[src/rtl/gshd_pkg.sv]
// Shared types, fixed-point constants and scaling helpers for the gyro step
// and heading detector. Depends on nothing; every other file but gshd_ram uses it by scope.
package gshd_pkg;

    localparam int RAW_W      = 16;
    localparam int SMP_W      = 5;
    localparam int SMP_MAG    = 16;
    localparam int FRAC_W     = 8;
    localparam int Q_W        = 13;
    localparam int AVG_W      = 14;
    localparam int OFF_W      = 13;
    localparam int THR_W      = 8;
    localparam int RD_W       = 15;
    localparam int PROD_W     = 28;
    localparam int RS_W       = 16;
    localparam int SCALE_SH   = 12;
    localparam int HEAD_W     = 3;
    localparam int CFG_IDX_W  = 3;
    localparam int CFG_DATA_W = 13;

    localparam logic signed [14:0] SCALE_Q12 = 15'sd8419;
    localparam int                 DT6_Q32   = 6015360;

    localparam logic [CFG_IDX_W-1:0] CFG_ROLL_OFFSET    = 3'd0;
    localparam logic [CFG_IDX_W-1:0] CFG_YAW_OFFSET     = 3'd1;
    localparam logic [CFG_IDX_W-1:0] CFG_RISE_THRESHOLD = 3'd2;
    localparam logic [CFG_IDX_W-1:0] CFG_FALL_THRESHOLD = 3'd3;
    localparam logic [CFG_IDX_W-1:0] CFG_HOLDOFF_TICKS  = 3'd4;
    localparam logic [CFG_IDX_W-1:0] CFG_TURN_THRESHOLD = 3'd5;

    localparam logic signed [THR_W-1:0] RISE_RST = 8'sd15;
    localparam logic signed [THR_W-1:0] FALL_RST = -8'sd10;
    localparam logic [THR_W-1:0]        HOLD_RST = 8'd30;
    localparam logic [THR_W-1:0]        TURN_RST = 8'd45;

    typedef struct packed {
        logic signed [RAW_W-1:0] roll_rate_raw;
        logic signed [RAW_W-1:0] yaw_rate_raw;
    } t_in_word;

    typedef struct packed {
        logic [HEAD_W-1:0] heading;
        logic              stepping;
        logic              step_start;
        logic              step_end;
    } t_out_word;

    typedef struct packed {
        logic signed [OFF_W-1:0] roll_offset;
        logic signed [OFF_W-1:0] yaw_offset;
        logic signed [THR_W-1:0] rise_threshold;
        logic signed [THR_W-1:0] fall_threshold;
        logic [THR_W-1:0]        holdoff_ticks;
        logic [THR_W-1:0]        turn_threshold;
    } t_cfg;

    typedef struct packed {
        logic rd;
        logic upd;
        logic mul;
        logic div;
        logic scl;
        logic rnd;
        logic itg;
        logic fin;
    } t_seq_ctl;

    function automatic logic signed [PROD_W-1:0] scale_mult(input logic signed [RD_W-1:0] d);
        return PROD_W'(d) * PROD_W'(SCALE_Q12);
    endfunction

    // Rounds a Q.20 product half away from zero back to Q.8.
    function automatic logic signed [RS_W-1:0] scale_round(input logic signed [PROD_W-1:0] x);
        logic [PROD_W-1:0]       mag;
        logic [PROD_W-1:0]       sum;
        logic signed [RS_W-1:0]  res;
        mag = x[PROD_W-1] ? PROD_W'(-x) : PROD_W'(x);
        sum = mag + PROD_W'(1 << (SCALE_SH - 1));
        res = $signed(sum[SCALE_SH +: RS_W]);
        return x[PROD_W-1] ? -res : res;
    endfunction

endpackage

[src/rtl/gshd_ram.sv]
// Generic single-port-write, single-port-read RAM with a registered read.
// No dependencies.
module gshd_ram #(
    parameter int WIDTH = 10,
    parameter int DEPTH = 40
) (
    input  logic                    i_clk,
    input  logic                    i_we,
    input  logic [((DEPTH > 1) ? $clog2(DEPTH) : 1)-1:0] i_waddr,
    input  logic [WIDTH-1:0]        i_wdata,
    input  logic                    i_re,
    input  logic [((DEPTH > 1) ? $clog2(DEPTH) : 1)-1:0] i_raddr,
    output logic [WIDTH-1:0]        o_rdata
);

    logic [WIDTH-1:0] r_mem [DEPTH];
    logic [WIDTH-1:0] r_rdata;

    always_ff @(posedge i_clk) begin
        if (i_we) begin
            r_mem[i_waddr] <= i_wdata;
        end
        if (i_re) begin
            r_rdata <= r_mem[i_raddr];
        end
    end

    assign o_rdata = r_rdata;

endmodule

[src/rtl/gshd_avg.sv]
// Moving-average unit: window memory read-modify-write, running totals and a
// reciprocal divide by the window length. Uses gshd_pkg and gshd_ram.
module gshd_avg #(
    parameter int WINDOW_LEN = 40
) (
    input  logic                                 i_clk,
    input  logic                                 i_rst_n,
    input  gshd_pkg::t_seq_ctl                   i_ctl,
    input  logic signed [gshd_pkg::SMP_W-1:0]    i_roll_smp,
    input  logic signed [gshd_pkg::SMP_W-1:0]    i_yaw_smp,
    output logic signed [gshd_pkg::AVG_W-1:0]    o_roll_avg,
    output logic signed [gshd_pkg::AVG_W-1:0]    o_yaw_avg
);

    localparam int SMP_W = gshd_pkg::SMP_W;
    localparam int Q_W   = gshd_pkg::Q_W;
    localparam int AVG_W = gshd_pkg::AVG_W;
    localparam int PW    = (WINDOW_LEN > 1) ? $clog2(WINDOW_LEN) : 1;
    localparam int TOT_W = $clog2(WINDOW_LEN * gshd_pkg::SMP_MAG + 1) + 1;
    localparam int MAG_W = TOT_W - 1 + gshd_pkg::FRAC_W;
    localparam int SH    = MAG_W;

    localparam logic [SH:0]    RECIP = (SH + 1)'((2 ** SH) / WINDOW_LEN);
    localparam logic [MAG_W:0] WL    = (MAG_W + 1)'(WINDOW_LEN);
    localparam logic [PW-1:0]  LAST  = PW'(WINDOW_LEN - 1);

    logic [PW-1:0]            r_pos;
    logic [WINDOW_LEN-1:0]    r_vld;
    logic                     r_old_vld;
    logic [2*SMP_W-1:0]       rdata;
    logic signed [TOT_W-1:0]  r_tot [2];
    logic signed [TOT_W-1:0]  n_tot [2];
    logic signed [SMP_W-1:0]  smp [2];
    logic signed [SMP_W-1:0]  old [2];
    logic [TOT_W-2:0]         absv [2];
    logic [MAG_W-1:0]         mag [2];
    logic [MAG_W+SH:0]        prod [2];
    logic [MAG_W-1:0]         r_mag [2];
    logic                     r_neg [2];
    logic [Q_W-1:0]           r_q [2];
    logic [MAG_W:0]           rem [2];
    logic [Q_W-1:0]           q [2];
    logic signed [AVG_W-1:0]  r_avg [2];

    gshd_ram #(
        .WIDTH (2 * SMP_W),
        .DEPTH (WINDOW_LEN)
    ) u_window_ram (
        .i_clk   (i_clk),
        .i_we    (i_ctl.upd),
        .i_waddr (r_pos),
        .i_wdata ({i_roll_smp, i_yaw_smp}),
        .i_re    (i_ctl.rd),
        .i_raddr (r_pos),
        .o_rdata (rdata)
    );

    always_comb begin
        smp[0] = i_roll_smp;
        smp[1] = i_yaw_smp;
        old[0] = r_old_vld ? $signed(rdata[2*SMP_W-1:SMP_W]) : '0;
        old[1] = r_old_vld ? $signed(rdata[SMP_W-1:0]) : '0;
        for (int a = 0; a < 2; a++) begin
            n_tot[a] = r_tot[a] + {{(TOT_W-SMP_W){smp[a][SMP_W-1]}}, smp[a]}
                       - {{(TOT_W-SMP_W){old[a][SMP_W-1]}}, old[a]};
            absv[a]  = r_tot[a][TOT_W-1] ? (TOT_W-1)'(-r_tot[a]) : (TOT_W-1)'(r_tot[a]);
            mag[a]   = {absv[a], {gshd_pkg::FRAC_W{1'b0}}};
            prod[a]  = {{(SH+1){1'b0}}, mag[a]} * {{MAG_W{1'b0}}, RECIP};
            rem[a]   = {1'b0, r_mag[a]} - ({{(MAG_W+1-Q_W){1'b0}}, r_q[a]} * WL);
            q[a]     = r_q[a] + Q_W'(rem[a] >= WL);
        end
    end

    always_ff @(posedge i_clk) begin
        if (!i_rst_n) begin
            r_pos    <= '0;
            r_vld    <= '0;
            r_tot[0] <= '0;
            r_tot[1] <= '0;
        end else if (i_ctl.upd) begin
            r_pos        <= (r_pos == LAST) ? '0 : r_pos + 1'b1;
            r_vld[r_pos] <= 1'b1;
            r_tot[0]     <= n_tot[0];
            r_tot[1]     <= n_tot[1];
        end
    end

    always_ff @(posedge i_clk) begin
        if (i_ctl.rd) begin
            r_old_vld <= r_vld[r_pos];
        end
        for (int a = 0; a < 2; a++) begin
            if (i_ctl.mul) begin
                r_mag[a] <= mag[a];
                r_neg[a] <= r_tot[a][TOT_W-1];
                r_q[a]   <= prod[a][SH +: Q_W];
            end
            if (i_ctl.div) begin
                r_avg[a] <= r_neg[a] ? -$signed({1'b0, q[a]}) : $signed({1'b0, q[a]});
            end
        end
    end

    assign o_roll_avg = r_avg[0];
    assign o_yaw_avg  = r_avg[1];

endmodule

[src/rtl/gshd_step.sv]
// Roll path: offset removal, scaling and the two-phase step detector with
// holdoff. Uses gshd_pkg.
module gshd_step (
    input  logic                              i_clk,
    input  logic                              i_rst_n,
    input  gshd_pkg::t_seq_ctl                i_ctl,
    input  gshd_pkg::t_cfg                    i_cfg,
    input  logic signed [gshd_pkg::AVG_W-1:0] i_roll_avg,
    output logic                              o_stepping,
    output logic                              o_step_start,
    output logic                              o_step_end
);

    typedef enum logic [1:0] {
        PH_STANDING = 2'b01,
        PH_STEPPING = 2'b10
    } t_phase;

    localparam int RD_W   = gshd_pkg::RD_W;
    localparam int PROD_W = gshd_pkg::PROD_W;
    localparam int RS_W   = gshd_pkg::RS_W;
    localparam int THR_W  = gshd_pkg::THR_W;

    logic signed [RD_W-1:0]   rd;
    logic signed [PROD_W-1:0] r_prod;
    logic signed [RS_W-1:0]   r_rs;
    logic signed [RS_W-1:0]   rise;
    logic signed [RS_W-1:0]   fall;
    t_phase                   r_phase;
    t_phase                   n_phase;
    logic [THR_W-1:0]         r_hold;
    logic [THR_W-1:0]         n_hold;

    always_comb begin
        rd   = RD_W'(i_roll_avg) - RD_W'($signed(i_cfg.roll_offset));
        rise = $signed({i_cfg.rise_threshold, {gshd_pkg::FRAC_W{1'b0}}});
        fall = $signed({i_cfg.fall_threshold, {gshd_pkg::FRAC_W{1'b0}}});
        n_phase      = r_phase;
        n_hold       = r_hold;
        o_step_start = 1'b0;
        o_step_end   = 1'b0;
        if (r_hold != '0) begin
            n_hold = r_hold - 1'b1;
        end else begin
            case (r_phase)
                PH_STANDING: begin
                    if (r_rs > rise) begin
                        n_phase      = PH_STEPPING;
                        n_hold       = i_cfg.holdoff_ticks;
                        o_step_start = 1'b1;
                    end
                end
                PH_STEPPING: begin
                    if (r_rs < fall) begin
                        n_phase    = PH_STANDING;
                        n_hold     = i_cfg.holdoff_ticks;
                        o_step_end = 1'b1;
                    end
                end
                default: begin
                    n_phase = PH_STANDING;
                end
            endcase
        end
        o_stepping = (n_phase == PH_STEPPING);
    end

    always_ff @(posedge i_clk) begin
        if (i_ctl.scl) begin
            r_prod <= gshd_pkg::scale_mult(rd);
        end
        if (i_ctl.rnd) begin
            r_rs <= gshd_pkg::scale_round(r_prod);
        end
    end

    always_ff @(posedge i_clk) begin
        if (!i_rst_n) begin
            r_phase <= PH_STANDING;
            r_hold  <= '0;
        end else if (i_ctl.fin) begin
            r_phase <= n_phase;
            r_hold  <= n_hold;
        end
    end

endmodule

[src/rtl/gshd_yaw.sv]
// Yaw path: signed offset removal, scaling, weighted history integration and
// the eight-way heading counter. Uses gshd_pkg.
module gshd_yaw (
    input  logic                               i_clk,
    input  logic                               i_rst_n,
    input  gshd_pkg::t_seq_ctl                 i_ctl,
    input  gshd_pkg::t_cfg                     i_cfg,
    input  logic signed [gshd_pkg::AVG_W-1:0]  i_yaw_avg,
    output logic [gshd_pkg::HEAD_W-1:0]        o_heading
);

    localparam int AVG_W   = gshd_pkg::AVG_W;
    localparam int RD_W    = gshd_pkg::RD_W;
    localparam int PROD_W  = gshd_pkg::PROD_W;
    localparam int RS_W    = gshd_pkg::RS_W;
    localparam int FRAC_W  = gshd_pkg::FRAC_W;
    localparam int WH_W    = 8;
    localparam int TERM_W  = 18;
    localparam int IPROD_W = 41;
    localparam int ISH     = 24;
    localparam int INC_W   = 17;
    localparam int INT_W   = 26;
    localparam int TC_W    = 4;

    localparam logic signed [24:0]     DT6     = 25'(gshd_pkg::DT6_Q32);
    localparam logic signed [TC_W-1:0] TC_WRAP = 4'sb1000;

    logic signed [RD_W-1:0]    yd;
    logic signed [PROD_W-1:0]  r_prod;
    logic signed [RS_W-1:0]    ys;
    logic signed [WH_W-1:0]    ywhole;
    logic signed [TERM_W-1:0]  term;
    logic signed [TERM_W-1:0]  r_term;
    logic signed [WH_W-1:0]    r_ywhole;
    logic signed [IPROD_W-1:0] r_iprod;
    logic [IPROD_W-1:0]        imag;
    logic [IPROD_W-1:0]        isum;
    logic signed [INC_W-1:0]   inc;
    logic signed [INT_W-1:0]   thr;
    logic signed [INT_W-1:0]   n_int;
    logic signed [INT_W-1:0]   r_int;
    logic signed [TC_W-1:0]    n_tc;
    logic signed [TC_W-1:0]    r_tc;
    logic signed [WH_W-1:0]    r_hist [3];
    logic [1:0]                r_fill;

    always_comb begin
        if (!i_yaw_avg[AVG_W-1] && (i_yaw_avg != '0)) begin
            yd = RD_W'(i_yaw_avg) - RD_W'($signed(i_cfg.yaw_offset));
        end else begin
            yd = RD_W'(i_yaw_avg) + RD_W'($signed(i_cfg.yaw_offset));
        end

        ys     = gshd_pkg::scale_round(r_prod);
        ywhole = WH_W'(ys >>> FRAC_W)
                 + WH_W'(ys[RS_W-1] && (ys[FRAC_W-1:0] != '0));
        term   = (TERM_W'(r_hist[0]) <<< 8) + (TERM_W'(r_hist[1]) <<< 9)
                 + (TERM_W'(r_hist[2]) <<< 9) + TERM_W'(ys);

        imag = r_iprod[IPROD_W-1] ? IPROD_W'(-r_iprod) : IPROD_W'(r_iprod);
        isum = imag + IPROD_W'(1 << (ISH - 1));
        inc  = r_iprod[IPROD_W-1] ? -$signed({1'b0, isum[ISH +: INC_W-1]})
                                  : $signed({1'b0, isum[ISH +: INC_W-1]});

        thr   = $signed({2'b00, i_cfg.turn_threshold, 16'h0000});
        n_int = r_int + INT_W'(inc);
        n_tc  = r_tc;
        if (n_int > thr) begin
            n_tc  = r_tc + 4'sd1;
            n_int = '0;
        end else if (n_int < -thr) begin
            n_tc  = r_tc - 4'sd1;
            n_int = '0;
        end
        // Plus eight and minus eight both come out as minus eight in four bits.
        if (n_tc == TC_WRAP) begin
            n_tc = '0;
        end
        o_heading = n_tc[gshd_pkg::HEAD_W-1:0];
    end

    always_ff @(posedge i_clk) begin
        if (i_ctl.scl) begin
            r_prod <= gshd_pkg::scale_mult(yd);
        end
        if (i_ctl.rnd) begin
            r_term   <= term;
            r_ywhole <= ywhole;
        end
        if (i_ctl.itg) begin
            r_iprod <= r_term * DT6;
        end
    end

    always_ff @(posedge i_clk) begin
        if (!i_rst_n) begin
            r_int     <= '0;
            r_tc      <= '0;
            r_fill    <= '0;
            r_hist[0] <= '0;
            r_hist[1] <= '0;
            r_hist[2] <= '0;
        end else if (i_ctl.fin) begin
            r_int <= n_int;
            r_tc  <= n_tc;
            if (r_fill < 2'd3) begin
                r_hist[r_fill] <= r_ywhole;
                r_fill         <= r_fill + 2'd1;
            end else begin
                r_hist[0] <= r_hist[1];
                r_hist[1] <= r_hist[2];
                r_hist[2] <= r_ywhole;
            end
        end
    end

endmodule

[src/rtl/gyro_step_and_heading_detector.sv]
// Top level of the gyro step and heading detector: sequencer, configuration
// registers and output register. Uses gshd_pkg, gshd_avg, gshd_step, gshd_yaw.
//
// Each accepted word carries one raw roll and one raw yaw gyro sample and
// produces exactly one result word: the eight-way heading and the step
// detector flags. The result of a word is registered after the fixed sequence
// of window memory read, total update and write-back, the two steps of the
// reciprocal divide, the scaling multiply, rounding, the integration multiply
// and the final commit. The next word is taken only once the final commit is
// done, so a new word is not accepted while the previous one is in progress.
// A finished result waits in the output register while the next word is
// taken; the final step waits only if the previous result is still held.
// The window memory needs no clearing pass: entries not yet written read as
// zero through per-entry valid bits. Write configuration only while idle.
module gyro_step_and_heading_detector #(
    parameter int WINDOW_LEN = 40
) (
    input  logic                                i_clk,
    input  logic                                i_rst_n,
    input  logic                                i_in_valid,
    output logic                                o_in_stall,
    input  gshd_pkg::t_in_word                  i_in_word,
    output logic                                o_out_valid,
    input  logic                                i_out_stall,
    output gshd_pkg::t_out_word                 o_out_word,
    input  logic                                i_cfg_we,
    input  logic [gshd_pkg::CFG_IDX_W-1:0]      i_cfg_index,
    input  logic [gshd_pkg::CFG_DATA_W-1:0]     i_cfg_data
);

    typedef enum logic [7:0] {
        ST_IDLE = 8'b0000_0001,
        ST_UPD  = 8'b0000_0010,
        ST_MUL  = 8'b0000_0100,
        ST_DIV  = 8'b0000_1000,
        ST_SCL  = 8'b0001_0000,
        ST_RND  = 8'b0010_0000,
        ST_ITG  = 8'b0100_0000,
        ST_FIN  = 8'b1000_0000
    } t_state;

    localparam int SMP_W = gshd_pkg::SMP_W;
    localparam int RAW_W = gshd_pkg::RAW_W;

    t_state                           r_state;
    t_state                           n_state;
    gshd_pkg::t_seq_ctl               ctl;
    gshd_pkg::t_cfg                   r_cfg;
    gshd_pkg::t_out_word              r_out_word;
    logic                             r_out_valid;
    logic                             in_acc;
    logic                             out_free;
    logic signed [SMP_W-1:0]          r_roll_smp;
    logic signed [SMP_W-1:0]          r_yaw_smp;
    logic signed [gshd_pkg::AVG_W-1:0] roll_avg;
    logic signed [gshd_pkg::AVG_W-1:0] yaw_avg;
    logic [gshd_pkg::HEAD_W-1:0]      heading;
    logic                             stepping;
    logic                             step_start;
    logic                             step_end;

    assign o_in_stall  = (r_state != ST_IDLE);
    assign in_acc      = i_in_valid && !o_in_stall;
    assign out_free    = !r_out_valid || !i_out_stall;
    assign o_out_valid = r_out_valid;
    assign o_out_word  = r_out_word;

    always_comb begin
        ctl.rd  = in_acc;
        ctl.upd = (r_state == ST_UPD);
        ctl.mul = (r_state == ST_MUL);
        ctl.div = (r_state == ST_DIV);
        ctl.scl = (r_state == ST_SCL);
        ctl.rnd = (r_state == ST_RND);
        ctl.itg = (r_state == ST_ITG);
        ctl.fin = (r_state == ST_FIN) && out_free;

        case (r_state)
            ST_IDLE: n_state = in_acc ? ST_UPD : ST_IDLE;
            ST_UPD:  n_state = ST_MUL;
            ST_MUL:  n_state = ST_DIV;
            ST_DIV:  n_state = ST_SCL;
            ST_SCL:  n_state = ST_RND;
            ST_RND:  n_state = ST_ITG;
            ST_ITG:  n_state = ST_FIN;
            ST_FIN:  n_state = out_free ? ST_IDLE : ST_FIN;
            default: n_state = ST_IDLE;
        endcase
    end

    always_ff @(posedge i_clk) begin
        if (!i_rst_n) begin
            r_state     <= ST_IDLE;
            r_out_valid <= 1'b0;
        end else begin
            r_state <= n_state;
            if (ctl.fin) begin
                r_out_valid <= 1'b1;
            end else if (!i_out_stall) begin
                r_out_valid <= 1'b0;
            end
        end
    end

    always_ff @(posedge i_clk) begin
        if (in_acc) begin
            r_roll_smp <= i_in_word.roll_rate_raw[RAW_W-1 -: SMP_W];
            r_yaw_smp  <= i_in_word.yaw_rate_raw[RAW_W-1 -: SMP_W];
        end
        if (ctl.fin) begin
            r_out_word.heading    <= heading;
            r_out_word.stepping   <= stepping;
            r_out_word.step_start <= step_start;
            r_out_word.step_end   <= step_end;
        end
    end

    always_ff @(posedge i_clk) begin
        if (!i_rst_n) begin
            r_cfg.roll_offset    <= '0;
            r_cfg.yaw_offset     <= '0;
            r_cfg.rise_threshold <= gshd_pkg::RISE_RST;
            r_cfg.fall_threshold <= gshd_pkg::FALL_RST;
            r_cfg.holdoff_ticks  <= gshd_pkg::HOLD_RST;
            r_cfg.turn_threshold <= gshd_pkg::TURN_RST;
        end else if (i_cfg_we) begin
            case (i_cfg_index)
                gshd_pkg::CFG_ROLL_OFFSET:    r_cfg.roll_offset    <= i_cfg_data;
                gshd_pkg::CFG_YAW_OFFSET:     r_cfg.yaw_offset     <= i_cfg_data;
                gshd_pkg::CFG_RISE_THRESHOLD: r_cfg.rise_threshold <= i_cfg_data[7:0];
                gshd_pkg::CFG_FALL_THRESHOLD: r_cfg.fall_threshold <= i_cfg_data[7:0];
                gshd_pkg::CFG_HOLDOFF_TICKS:  r_cfg.holdoff_ticks  <= i_cfg_data[7:0];
                gshd_pkg::CFG_TURN_THRESHOLD: r_cfg.turn_threshold <= i_cfg_data[7:0];
                default: begin
                end
            endcase
        end
    end

    gshd_avg #(
        .WINDOW_LEN (WINDOW_LEN)
    ) u_avg (
        .i_clk      (i_clk),
        .i_rst_n    (i_rst_n),
        .i_ctl      (ctl),
        .i_roll_smp (r_roll_smp),
        .i_yaw_smp  (r_yaw_smp),
        .o_roll_avg (roll_avg),
        .o_yaw_avg  (yaw_avg)
    );

    gshd_step u_step (
        .i_clk        (i_clk),
        .i_rst_n      (i_rst_n),
        .i_ctl        (ctl),
        .i_cfg        (r_cfg),
        .i_roll_avg   (roll_avg),
        .o_stepping   (stepping),
        .o_step_start (step_start),
        .o_step_end   (step_end)
    );

    gshd_yaw u_yaw (
        .i_clk     (i_clk),
        .i_rst_n   (i_rst_n),
        .i_ctl     (ctl),
        .i_cfg     (r_cfg),
        .i_yaw_avg (yaw_avg),
        .o_heading (heading)
    );

    a_accept_starts: assert property (@(posedge i_clk) disable iff (!i_rst_n)
        in_acc |=> (r_state == ST_UPD))
        else $error("accepted word did not start the update step");

    a_commit_shows: assert property (@(posedge i_clk) disable iff (!i_rst_n)
        ((r_state == ST_FIN) && out_free) |=> (o_out_valid && (r_state == ST_IDLE)))
        else $error("committed result not presented");

    a_blocked_holds: assert property (@(posedge i_clk) disable iff (!i_rst_n)
        ((r_state == ST_FIN) && r_out_valid && i_out_stall)
        |=> ((r_state == ST_FIN) && $stable(o_out_word)))
        else $error("result overwritten while the previous word was held");

endmodule

[config.mk]
export PLATFORM = sky130hd
export DESIGN_NAME = gyro_step_and_heading_detector
export DESIGN_NICKNAME = d
export VERILOG_FILES = /design/src/rtl/gshd_pkg.sv /design/src/rtl/gshd_ram.sv /design/src/rtl/gshd_avg.sv /design/src/rtl/gshd_step.sv /design/src/rtl/gshd_yaw.sv /design/src/rtl/gyro_step_and_heading_detector.sv
export SDC_FILE = /design/constraint.sdc
export NUM_CORES = 2
export LEC_CHECK = 0
export ABC_AREA = 1
export ABC_CLOCK_PERIOD_IN_PS = 23700
export BUFFER_PORTS_ARGS = -buffer_cell sky130_fd_sc_hd__buf_4
export CORE_MARGIN = 2
export CORE_UTILIZATION = 57
export DETAILED_ROUTE_END_ITERATION = 10
export PLACE_DENSITY = 0.72
export SLEW_MARGIN = 10
export SYNTH_ARGS = -nofsm -noshare
export SYNTH_HDL_FRONTEND = slang
export SYNTH_SLANG_ARGS = --single-unit
[constraint.sdc]
create_clock -name i_clk -period 23.7 [get_ports i_clk]
set_input_delay 1.185 -clock i_clk [delete_from_list [all_inputs] [get_ports i_clk]]
set_output_delay 1.185 -clock i_clk [all_outputs]
set_load 0.01 [all_outputs]
; Word level (Yosys, flattened, before mapping)
; Memories as Yosys holds them, arrays and structs flattened. A register that Yosys moved wholly into a read port is not among the register bits.
; Index checks and enable logic that the tools add are counted.
[word_totals]
ff_bits = 304
ramBits = 522
input_bits = 53
output_inout_bits = 8
wordCells = 205
n_memories = 7
[op_classes]
addsub = 35
multipliers = 7
n_lt_le_gt_ge = 9
eq_ne = 22
n_mux = 63
bitwise = 8
reduce_logical = 26
[memory_table]
columns = memory, depth, width, rd, rd_clocked_by_memory_dff, write_ports, line_no
row1 = u_avg.u_window_ram.r_mem, 40, 10, 1, 1, 1, gshd_ram.sv:16  ; logic [WIDTH-1:0] r_mem [DEPTH];
row2 = u_avg.r_avg, 2, 14, 2, 0, 2, gshd_avg.sv:43  ; logic signed [AVG_W-1:0] r_avg [2];
row3 = u_avg.r_q, 2, 13, 2, 0, 2, gshd_avg.sv:40  ; logic [Q_W-1:0] r_q [2];
row4 = u_yaw.r_hist, 3, 8, 3, 0, 3, gshd_yaw.sv:44  ; logic signed [WH_W-1:0] r_hist [3];
row5 = u_avg.r_tot, 2, 11, 2, 0, 2, gshd_avg.sv:31  ; logic signed [TOT_W-1:0] r_tot [2];
row6 = u_avg.r_mag, 2, 10, 2, 0, 2, gshd_avg.sv:38  ; logic [MAG_W-1:0] r_mag [2];
row7 = 1 more memories, n/a, n/a, n/a, n/a, n/a, n/a
[ops]
columns = operator, count
row1 = $mux W8, 8
row2 = $pmux W8 S8, 1
row3 = $add A28 B12 Y28 const B, 2
row4 = $mul A15 B15 Y28 const B, 2
row5 = $mux W28, 2
row6 = $neg A28 Y28, 2
row7 = $mux W26, 2
row8 = $mul A10 B13 Y23 const B, 2
row9 = $add A40 B24 Y40 const B, 1
row10 = $mux W40, 1
row11 = $neg A40 Y40, 1
row12 = $or A40 B40 Y40, 1
row13 = $ge A19 B6 Y1 const B, 2
row14 = $sub A18 B19 Y19, 2
row15 = $mul A18 B17 Y34 const B, 1
row16 = $mul A13 B3 Y16 const B, 2
row17 = $mux W16, 2
row18 = $neg A16 Y16, 2
row19 = $sub A14 B13 Y15, 2
row20 = $mux W14, 2
row21 = $neg A13 Y14, 2
row22 = $add A13 B1 Y13, 2
row23 = $add A26 B17 Y26, 1
row24 = $gt A26 B25 Y1, 1
row25 = 65 further kinds, 124

; Longest topological paths before layout
[logic_depth]
word_depth = 11
mapped_depth = 51
mapped_depth_nobuf = 51

; By module
; From an unflattened synthesis, not the netlist that was laid out.
[unflattened]
hier_cells = 7233
area_unflattened_um2 = 63982.6
[modules_own_cells]
columns = module, instances, cells_per_inst, area_per_inst_um2, seq_area_each_um2
row1 = gshd_yaw, 1, 2672, 21629.5, 3983.8
row2 = gshd_ram, 1, 1356, 16579.7, 12311.8
row3 = gshd_avg, 1, 1779, 14506.4, 3893.7
row4 = gshd_step, 1, 1065, 8250.4, 1521.5
row5 = gyro_step_and_heading_detector, 1, 361, 3016.6, 1821.7

; Worst setup path before layout
; No wires, ideal clock.
[synth_path]
kind = reg2reg
from = mem u_avg.r_avg[1][6] (netlist: u_avg.r_avg[0][20])
to = reg u_yaw.r_prod[27], data pin
setup_time_ns = 0.254
arrival_time_ns = 7.660
required_ns = 23.446
setup_slack_ns = 15.787
stages_incl_launch_ff = 38
n_path_buf = 2
period_less_slack_ns = 7.913
path_cell_list = edfxtp_1 > nor4_1 > nand4_1 > nand2_1 > clkbuf_1 > nand2_1 > xor2_1 > ha_1 > inv_1 > nor3_1 > a21oi_1 > inv_1 > a21oi_1 > or2_2 > nand2_1 > buf_2 > inv_1 > ha_1 > [2 not listed] > fa_1 > fa_1 > fa_1 > inv_1 > fa_1 > ha_1 > a21oi_1 > o21ai_0 > o21bai_1 > nand3_1 > nand2_1 > nand3_1 > nand2_1 > a21oi_1 > o21ai_0 > xor2_1 > xor2_1 > inv_1
[synth_rtl]
columns = element, line_no
row1 = "start, declared", gshd_avg.sv:43
row2 = "end signal, assigned", gshd_yaw.sv:84  ; r_prod <= gshd_pkg::scale_mult(yd);
row3 = "end, declared", gshd_yaw.sv:29  ; logic signed [PROD_W-1:0] r_prod;

==> qor.txt <==
CTS tree: built
Min setup slack post-route: 14,580 ps
CP delay by family, top: adder cells
Remaining antenna violation count: 0
Largest net degree at the start of global routing: 67
Remaining global-route overflow: 0
Overall Power: 6.04 mW
Post-CTS Setup Bufs: 0
Int Power: 3.77 mW
Filler-free cell count of the finished design: 7,732
Crit path DAT: 9520 ps
Core Region: 104,000 µm²
Clk_lat worst skew: 690 ps
Pre-CTS setup slack: 14,620 ps
Worst Path Max Fanout: 17
Starting DRT DRC Count: 2,945
Fin area: 64,900 µm²
Register area share after synthesis: 0.393
Layout cell share with drive strength beyond 1: 0.0565
Netlist Area Pre-Place: 59,900 µm²
WHS: 461 ps
Avg Inst Size Synth: 9.66 µm²
Top post-synthesis cells by area: edfxtp_1 (34%), ha_1 (14%), fa_1 (11%), inv_1 (6.9%), nand2_1 (6.0%)
Wire length on met3: 6490 µm
Initial antenna violation count: 1
Crit path required time: 24,100 ps
Chip Height: 328 µm
Post-synth EDFFs: 681
Max-slew headroom: 0.143
Clock slew seen by the registers of the worst setup and hold paths: 60 ps
Setup TNS: 0 ps
Cell Area, Placed: 62,000 µm²
RSZ-0062 raised after global routing: false
Via Count: 42,200
Clock Path Buffers: 3
Sequential Power Share: 0.299
YS warnings: 0
Root Buffer: clkbuf_16
Max-cap violations: 0
Final setup vio count: 0
CTS Sinks: 835
Drt via density: 5.46
Area growth, synth to finish: 8.34%
Element type at the critical path start: register
Row cnt: 118
Critical Path End Type: register
Clock Skew: 46.0 ps
Net Sw Power: 2.27 mW
WL final: 129,000 µm
Pwr Density: 93.0 nW/µm²
First-pass GRT wire length: 211,000 µm
Max Fclk: 110 MHz
Worst setup path category: reg2reg
Sw Ratio: 0.375
Wl on met1: 55,900 µm
Worst Max-Slew Pin Slew: 1280 ps
Max incr delay on CP: 800 ps
Number of library cell types mapped by synthesis: 70
Dpl cells: 7,570
Met2 wire len: 63,400 µm
Slew Limit Fails: 0
Max Used Layer: met4
Full die area: 108,000 µm²
Nets: 7,320
Area leader, netlist: edfxtp_1
TritonCTS buffer count: 86
Slowest cell on the critical path: inv_1
Global-route usage over all layers: 0.243
Gate Count Post-Synth: 6,204
H-tree Lvls: 3
Net Count, Synth: 7,246
Final core utilization: 0.625
Routability congestion estimate: 0.918
Io pins: 61
Starting density of the core: 0.577
Clock period minus worst slack: 9120 ps
Status: finished, final reports clean
Leak pwr: 29.2 nW
Avg WL per Cell: 16.7 µm
Post-route clock period utilization: 0.385
Share of the synthesized area in the top cell type: 0.341
Final count of hold timing violations: 0
DRT Pass-1 Iters: 6
Hold crit path type: reg2reg
VDD IR-drop max: 0.231 mV
Comb power frac: 0.470
Number of global-route vias before repair: 41,700
Port bufs: 38
Dpl hpwl: 96,300 µm
#FFs+latches synth: 835
DIE WIDTH: 328 µm
CTS resizes: 0
Buffers and inverters on the worst path: 5
Hold-fix buffers at CTS: 0
Drt drc: 0
Async S/R FF share, synth: 0
Clock power share: 0.231
Most used DFF post-synth: edfxtp_1
layout by cell type, fill, tap and decap left out, types with 23 or more instances in the layout:
cell / n
ha_1: 659
o21ai_0: 201
nor2_2: 23
nand2_2: 30
fa_1: 330
nor2_1: 459
a22oi_1: 65
xor2_1: 243
nand4_1: 118
a221oi_1: 52
inv_1: 1103
nand3_1: 222
clkbuf_16: 88
edfxtp_1: 681
nor3_1: 54
dfxtp_1: 154
buf_4: 86
nand2_1: 964
a21oi_1: 279
xnor2_1: 119
a22o_1: 50
layout make-up:
class,count,area (µm²)
Sequential cell,835,23500
Tap cell,1380,1730
Timing Repair Buffer,86,646
Multi-Input combinational cell,4145,31900
Inverter,1124,4220
Fill cell,8413,39000
Clock buffer,118,2410
Antenna cell,1,2.50
Clock inverter,43,547
worst min-delay path: stages (launching register included):
cell	delay, ps
dfxtp_1	290
inv_1	60
a21oi_1	60
synthesized netlist by cell type (30+ instances only):
master    number
edfxtp_1     681
nand3_1      222
fa_1         330
dfxtp_1      154
xnor2_1      119
a22oi_1       65
clkbuf_1      78
xor2_1       243
a21oi_1      279
nand4_1      118
inv_1       1105
o21ai_0      201
nand2_1      964
nor3_1        58
a221oi_1      52
ha_1         659
nand2_2       30
a22o_1        50
nor2_1       464
logic make-up after synthesis:
kind of cell	after synthesis	share of synthesized area
buf+inv	1224	0.0771
xor+xnor	368	0.0545
simple gates	1974	0.144
compound gates	814	0.0837
flops	835	0.393
fa+ha+maj	989	0.248
power groups by stage:
stage	combinational [mW]	clock (mW)	sequential (mW)
2_1_floorplan	2.26	0	1.84
3_3_place_gp	2.79	0	1.84
3_5_place_dp	2.85	0	1.84
4_1_cts	2.88	1.41	1.81
5_1_grt	3.31	1.47	1.81
6_report	2.84	1.39	1.81
final timing paths:
| path | from | to | slack, ps | cells after the start |
|---|---|---|---|---|
| hold / removal | r_cfg[48]$_SDFFE_PN0P_ | r_cfg[48]$_SDFFE_PN0P_ | 460 | 2 |
| hold reg to reg | r_cfg[48]$_SDFFE_PN0P_ | r_cfg[48]$_SDFFE_PN0P_ | 460 | 2 |
| setup reg to reg | u_avg.r_avg[0][16]$_DFFE_PP_ | u_yaw.r_prod[27]$_DFFE_PP_ | 14580 | 35 |
| setup / recovery | u_avg.r_avg[0][16]$_DFFE_PP_ | u_yaw.r_prod[27]$_DFFE_PP_ | 14580 | 35 |
state kept, by name (all words and copies together), names as in the netlist, 20 cells and up:
signal                    flops
r_cfg                        58
u_avg.r_avg                  28
u_avg.r_mag                  20
u_avg.r_q                    26
u_avg.r_tot                  22
u_avg.r_vld                  40
u_avg.u_window_ram.r_mem    400
u_step.r_prod                28
u_yaw.r_hist                 24
u_yaw.r_int                  26
u_yaw.r_iprod                34
u_yaw.r_prod                 28
metal layers:
metal / vias up / global-route usage
met3: 184 / 0.0269
met2: 981 / 0.421
met1: 20200 / 0.324
li1: 20800 / -
met5: - / 0
met4: 0 / 0.0656
(Power assumes the default switching activity.)
